<file path="src/design/msl_pkg.sv">
// Shared types, constants and helpers for the multi-bank sorted list core.
package msl_pkg;

  localparam int STORES   = 4;
  localparam int CAPACITY = 16;

  localparam int CODE_W   = 27;
  localparam int CMD_W    = 2;
  localparam int BANK_W   = 2;
  localparam int STATUS_W = 2;
  localparam int COUNT_W  = 7;
  localparam int CFG_W    = 3;

  localparam int OCC_W    = $clog2(CAPACITY + 1);
  localparam int REM_W    = $clog2(STORES * CAPACITY + 1);
  localparam int COUNT_MAX = (1 << COUNT_W) - 1;

  localparam logic [CMD_W-1:0] CMD_INSERT = 2'd0;
  localparam logic [CMD_W-1:0] CMD_REMOVE = 2'd1;
  localparam logic [CMD_W-1:0] CMD_LIST   = 2'd2;

  localparam logic [STATUS_W-1:0] ST_OK     = 2'd0;
  localparam logic [STATUS_W-1:0] ST_FULL   = 2'd1;
  localparam logic [STATUS_W-1:0] ST_NOBANK = 2'd2;
  localparam logic [STATUS_W-1:0] ST_EMPTY  = 2'd3;

  localparam logic REG_BANKS_IN_USE = 1'b0;

  typedef logic [1:0] cell_op_t;
  localparam cell_op_t OP_HOLD = 2'd0;
  localparam cell_op_t OP_INS  = 2'd1;
  localparam cell_op_t OP_DEL  = 2'd2;
  localparam cell_op_t OP_ROT  = 2'd3;

  typedef struct packed {
    logic              match;
    logic [OCC_W-1:0]  occ;
    logic [CODE_W-1:0] head;
  } bank_stat_t;

  function automatic logic [COUNT_W-1:0] count_sat(input logic [REM_W-1:0] n);
    logic [COUNT_W-1:0] r;
    if (int'(n) > COUNT_MAX) begin
      r = COUNT_W'(COUNT_MAX);
    end else begin
      r = COUNT_W'(n);
    end
    return r;
  endfunction

endpackage

</file>
<file path="src/design/msl_cell.sv">
// One compare-and-shift cell holding a single code of a bank.
module msl_cell (
  input  logic                      clk,
  input  msl_pkg::cell_op_t         op,
  input  logic [msl_pkg::CODE_W-1:0] code,
  input  logic                      valid,
  input  logic                      tail,
  input  logic [msl_pkg::CODE_W-1:0] left_entry,
  input  logic                      left_lt,
  input  logic [msl_pkg::CODE_W-1:0] right_entry,
  input  logic [msl_pkg::CODE_W-1:0] wrap_entry,
  output logic [msl_pkg::CODE_W-1:0] entry,
  output logic                      lt,
  output logic                      eq
);

  logic [msl_pkg::CODE_W-1:0] entry_r;
  logic [msl_pkg::CODE_W-1:0] entry_nxt;

  assign entry = entry_r;
  assign lt    = valid && (entry_r < code);
  assign eq    = valid && (entry_r == code);

  always_comb begin
    unique case (op)
      msl_pkg::OP_INS:  entry_nxt = lt ? entry_r : (left_lt ? code : left_entry);
      msl_pkg::OP_DEL:  entry_nxt = lt ? entry_r : right_entry;
      msl_pkg::OP_ROT:  entry_nxt = tail ? wrap_entry : right_entry;
      default:          entry_nxt = entry_r;
    endcase
  end

  always_ff @(posedge clk) begin
    entry_r <= entry_nxt;
  end

endmodule

</file>
<file path="src/design/msl_bank.sv">
// One bank: a row of cells plus its occupancy counter.
module msl_bank (
  input  logic                       clk,
  input  logic                       rst_n,
  input  msl_pkg::cell_op_t          op,
  input  logic [msl_pkg::CODE_W-1:0] code,
  output msl_pkg::bank_stat_t        stat
);

  localparam int N = msl_pkg::CAPACITY;

  logic [msl_pkg::OCC_W-1:0]  occ_r;
  logic [msl_pkg::OCC_W-1:0]  occ_nxt;
  logic [msl_pkg::CODE_W-1:0] entry [N];
  logic [N-1:0]               lt;
  logic [N-1:0]               eq;

  for (genvar i = 0; i < N; i++) begin : g_cell
    logic [msl_pkg::CODE_W-1:0] left_e;
    logic [msl_pkg::CODE_W-1:0] right_e;
    logic                       left_l;
    logic                       valid;
    logic                       tail;

    if (i == 0) begin : g_first
      assign left_e = code;
      assign left_l = 1'b0;
    end else begin : g_mid
      assign left_e = entry[i-1];
      assign left_l = lt[i-1];
    end

    if (i == N - 1) begin : g_lastc
      assign right_e = entry[i];
    end else begin : g_inner
      assign right_e = entry[i+1];
    end

    assign valid = occ_r > msl_pkg::OCC_W'(i);
    assign tail  = occ_r == msl_pkg::OCC_W'(i + 1);

    msl_cell u_cell (
      .clk         (clk),
      .op          (op),
      .code        (code),
      .valid       (valid),
      .tail        (tail),
      .left_entry  (left_e),
      .left_lt     (left_l),
      .right_entry (right_e),
      .wrap_entry  (entry[0]),
      .entry       (entry[i]),
      .lt          (lt[i]),
      .eq          (eq[i])
    );
  end

  always_comb begin
    occ_nxt = occ_r;
    if (op == msl_pkg::OP_INS) begin
      occ_nxt = occ_r + 1'b1;
    end else if (op == msl_pkg::OP_DEL) begin
      occ_nxt = occ_r - 1'b1;
    end
  end

  always_ff @(posedge clk) begin
    if (!rst_n) begin
      occ_r <= '0;
    end else begin
      occ_r <= occ_nxt;
    end
  end

  assign stat.match = |eq;
  assign stat.occ   = occ_r;
  assign stat.head  = entry[0];

endmodule

</file>
<file path="config.mk">
export PLATFORM = sky130hd
export DESIGN_NAME = msl_bank
export DESIGN_NICKNAME = d
export VERILOG_FILES = /design/src/design/msl_pkg.sv /design/src/design/msl_cell.sv /design/src/design/msl_bank.sv
export SDC_FILE = /design/constraint.sdc
export NUM_CORES = 2
export LEC_CHECK = 0
export BUFFER_PORTS_ARGS = -buffer_cell sky130_fd_sc_hd__buf_2
export CORE_MARGIN = 3
export CORE_UTILIZATION = 40
export CTS_CLUSTER_DIAMETER = 120
export DETAILED_ROUTE_END_ITERATION = 8
export PLACE_DENSITY = 0.67
export SYNTH_ARGS = -nofsm -noshare
export SYNTH_HDL_FRONTEND = slang
export SYNTH_SLANG_ARGS = --single-unit
</file>
<file path="constraint.sdc">
create_clock -name clk -period 10.73 [get_ports clk]
set_clock_uncertainty 0.1 [all_clocks]
set_input_delay 1.6095 -clock clk [delete_from_list [all_inputs] [get_ports clk]]
set_output_delay 1.6095 -clock clk [all_outputs]
set_load 0.01 [all_outputs]
</file>
### Yosys cells after proc, flatten, opt, wreduce, memory -nomap -nowiden

Cells that the tools add are included.

* word-level logic and storage cells: 251
* input port bits: 31
* bits in registers: 437
* output and inout bits: 33

* muxes and demuxes: 80
* add/sub/neg operators: 2
* order comparisons: 32
* reductions and logical operators: 52
* eq/ne operators: 68

Operators with widths (number)
* 27-bit two-way mux: 62
* 27-bit case mux with 3 select lines: 15
* 27-bit == test: 16
* 27-bit less-than comparator: 16
* 2-bit inequality test, second input constant: 32
* 27-bit case mux with 2 select lines: 1
* 3-bit AND reduction: 15
* 5-bit by 4-bit == test with 1-bit output, second input constant: 8
* 5-bit by 4-bit greater-than comparator with 1-bit output, second input constant: 8
* 1-bit logical AND: 32
* 5-bit by 3-bit == test with 1-bit output, second input constant: 4
* 5-bit by 3-bit greater-than comparator with 1-bit output, second input constant: 4
* 16-bit OR reduction: 1
* 5-bit by 2-bit == test with 1-bit output, second input constant: 2
* 5-bit by 1-bit greater-than comparator with 1-bit output, second input constant: 2
* 5-bit by 2-bit greater-than comparator with 1-bit output, second input constant: 2
* 5-bit two-way mux: 2
* 5-bit by 1-bit adder with 5-bit output, second input constant: 1
* 5-bit by 1-bit == test with 1-bit output, second input constant: 1
* 5-bit == test, second input constant: 1
* 5-bit by 1-bit subtractor with 5-bit output, second input constant: 1
* 2-bit == test, second input constant: 2
* 4-bit AND reduction: 1
* 2-bit nonzero test: 2
* other kinds (3): 3

### Logic depth before layout (Yosys ltp)

* depth in word-level cells: 5
* mapped depth: 11
* depth with buffers taken out: 8

### Cells and area by module

From an unflattened synthesis, not the netlist that was laid out.

* cells, all modules: 4018
* area total of the unflattened synthesis: 39375.3 um^2

Modules (own cells, without submodules)
* msl_cell at g_cell[0].u_cell ...: area each 2428.6 um^2, cells an instance 245, times used 14
* msl_cell at g_cell[8].u_cell ...: area each 2352.3 um^2, cells an instance 245, times used 2
* msl_bank: area each 670.6 um^2, cells an instance 98, times used 1

### Worst setup path before layout

No wires, ideal clock.

* path kind: in2reg
* start: input code[26] (netlist bit)
* end: register g_cell[2].u_cell.entry_r, in the netlist g_cell[2].u_cell.entry[0] (enable)
* required time: 10.203 ns
* path slack: 5.287 ns
* setup time: 0.427 ns
* arrival: 4.916 ns
* path buffers: 2
* cell stages on the path: 9
* cells stage by stage: inv_1 ha_1 nand4_1 nor3_1 nand2_1 or2_2 clkbuf_1 clkbuf_1 a41oi_1

* cells in the longest elaborated chain, start to end: 4
* elaborated cells on any way between the ends: 5
* those cells by class: order compare (1); eq/ne (2); reduce/logical (2)

RTL lines
* from (decl): line msl_bank.sv:6 `input logic [msl_pkg::CODE_W-1:0] code,`
* 27-bit less-than comparator *: line msl_cell.sv:21 `assign lt = valid && (entry_r < code);`
* 1-bit logical AND *: line msl_cell.sv:21
* 2-bit inequality test (no source line)
* 3-bit AND reduction (no source line) *
* to (signal assigned): line msl_cell.sv:34 `entry_r <= entry_nxt;`
* to (decl): line msl_cell.sv:17 `logic [msl_pkg::CODE_W-1:0] entry_r;`

Mark *: on every way between the ends. The rest lies on a longest branch, timed or not.
A chain may end at the register's enable or synchronous reset.

==> results.cfg <==
[critical_path]
critical_path.max_fanout = 17
critPathBufInv = 4
worstSetupStartpointType = input port
r2r_cells = 10
r2r_setup_slack_ps = 6280
critical_path_class = input port to primary output
critPathMaxStageDelay_ps = 1060
r2r-end = g_cell[13].u_cell.entry[14]$_DFFE_PP_
regToRegStartpoint = occ_r[1]$_SDFFE_PN0N_
critical-path-slowest-cell = nor4b_1
path_cells = buf_2 -> inv_1 -> buf_4 -> ha_1 -> and4_1 -> nand3_1 -> nor4b_1 -> a32oi_1 -> and3_1 -> nand4_1 -> buf_2
cp-end-kind = primary output
crit_top_cell = buf_2
crit_arrival_ps = 4970
critPathTopFamily = simple AND/OR/NAND/NOR gates
worst_ep_required_time_ps = 9020

[final_layout]
final_cell_mix = nand3_1, ha_1, edfxtp_1, nand4_1, a22oi_1
fillers = 9494
regArea_um2 = 13100
syn_to_final_growth_pct = 8.90
drive_gt1_share_pct = 13.5
multi_input_area_um2 = 25500
fin_area_um2 = 43700
final_nets = 4642
layout_commonest_cell = nand3_1
fin_util_pct = 44.1
stdcell_count = 5504

[detailed_routing]
drtIter0Drc = 6457
drt-met1-wl_um = 66800
ant_nets = 0
viasPerCell = 7.61
routed.top_layer = met5
routed-wl-met2_um = 76400
drt_wl_total_um = 193000
routedWlPerCell_um = 35.1
drtPass1Iterations = 9
wl_met3_um = 30100
detailroute.via_count = 41900
drcViolationCount = 0

[yosys]
synth-edff-count = 432
synth.distinct_cells = 88
synth-main-ff-cell = edfxtp_1
synth_seq_cells = 437
syn_area_um2 = 40100
synth.avg_cell_area_um2 = 9.32
async_flop_share_pct = 0
synth_top_area_share_pct = 32.3
yosysTopAreaCell = edfxtp_1
seq_area_frac_synth_pct = 32.6
synth_fp_nets = 4777
yosys_warnings = 0
synth_cells = 4305
synth_area_leaders = edfxtp_1, ha_1, nand3_1, mux2_2, nand4_1

[job]
drv_cap = 1

[sta]
fin_crit_sh_pct = 62.2
clock.fmax_mhz = 150
timing.hold.ws_ps = 507
final.setup.tns_ps = 0
fin_ws_ps = 4050
rsz0062_at_grt = no
hold_violations = 0
setup_viol = 0
maxSlewViolCount = 15
max_slew_margin_pct = -4.52
layout_min_cycle_time_ps = 6680
worst_slew_pin_slew_ps = 1570

[floorplanning]
rows = 115
die_w_um = 323
die_h_um = 323
core_area_um2 = 99000
io_pins = 64
die-area_um2 = 104000
start_util_pct = 40.5

[outcome]
violations = capacitance limit, slew limit
status = finished with violations

[pwr]
pwr-share-clk_pct = 17.0
switching_share_pct = 46.1
p_total_mw = 10.5
internal_power_mw = 5.64
power_density_nw_per_um2 = 239
combPwrFrac_pct = 44.2
pwr-share-seq_pct = 38.8
power.net_switching_mw = 4.82
peakVddDrop_v = 0.000131
leakage_nw = 16.6

[clock_tree]
clk_latency_ps = 650
numClockSinks = 437
post_cts_buffers = 0
postCtsHoldBufs = 0
cts_tree = yes
cts.clk_slew.worst_paths_ps = 60
cts_resized = 0
cts_buffers = 52
h-tree-depth = 2
clk_path_buf_depth = 3
root_buffer = clkbuf_16

[min_path]
holdPathEnd = g_cell[14].u_cell.entry[12]$_DFFE_PP_
holdPathStages = 2
worstHoldStart = g_cell[15].u_cell.entry[12]$_DFFE_PP_
min_path_type = flop to flop

[placement]
post-dp-hpwl_um = 127000
gp_congestion = 1.01
dp.cells = 5403
port_buffers = 63
post_dp_cell_area_um2 = 42100
place_ws_ps = 4320

[global_route]
antenna_found_initial = 11
grt_pass1_wl_um = 274000
overflow = 0
grtUsageTotal_pct = 35.8
grt_pass1_vias = 38700
grt_max_degree = 190
==> metal layers <==
layer / GRT usage, % / up-vias
li1: - / 17200
met4: 29.1 / 16
met1: 43.2 / 19900
met2: 49.9 / 3693
met5: 0.998 / -
met3: 14.5 / 1035
==> tightest hold or removal path, stage by stage, from the launching register on <==
cell and delay, ps:
edfxtp_1 350, a22oi_1 90, nand3_1 70
==> logic make-up (layout without fill, tap and decap cells) <==
logic type / count (synthesis) / in the layout / share of synthesized area [%]
fa+ha+maj: 441 / 441 / 13.7
xor+xnor: 4 / 4 / 0.0873
buf+inv: 512 / 418 / 5.00
flops: 437 / 437 / 32.6
other cells: 0 / 6 / 0
compound gates: 1315 / 1315 / 23.7
mux: 287 / 287 / 7.73
simple gates: 1309 / 1309 / 17.1
==> area by class of cell <==
type | instances | share of cell area, %
diodes | 6 | 0.0344
clock buffers | 75 | 3.30
clock inverters | 20 | 0.335
inverters | 92 | 0.796
multi-input cells | 3356 | 58.3
flip-flops and latches | 437 | 29.9
well taps | 1287 | 3.68
repair buffers | 231 | 3.69
==> power groups by stage <==
| stage | combinational [mW] | sequential [mW] | clock (mW) |
|---|---|---|---|
| 3_3_place_gp | 4.27 | 3.99 | 0 |
| 5_1_grt | 4.99 | 4.06 | 1.84 |
| 2_1_floorplan | 3.05 | 3.41 | 0 |
| 6_report | 4.62 | 4.06 | 1.78 |
| 4_1_cts | 4.42 | 3.96 | 1.77 |
| 3_5_place_dp | 4.40 | 3.99 | 0 |
==> registers in the layout, indices dropped and copies added (netlist names) <==
name and count:
g_cell.u_cell.entry 432, occ_r 5
==> how the worst max path moves through the flow <==
stage / startpoint / end / depth (start not counted) / slack (ps)
6_report: code[13] / stat[32] / 11 / 4050
5_1_grt: code[2] / stat[32] / 9 / 4080
4_1_cts: code[2] / stat[32] / 9 / 4320
3_5_place_dp: code[2] / stat[32] / 9 / 4320
3_3_place_gp: code[2] / stat[32] / 9 / 4280
2_1_floorplan: code[26] / g_cell[2].u_cell.entry[0]$_DFFE_PP_ / 9 / 5290
==> synthesized netlist by cell type, types with 159 or more instances <==
cell	instances
a22oi_1	243
o211ai_1	231
mux2_2	183
nand4_1	317
o311ai_0	159
ha_1	441
nand3_1	539
clkbuf_1	344
edfxtp_1	432
o21ai_0	166
nand2_1	206
a21oi_1	161
Note: power is estimated with default switching activity, not from simulation.
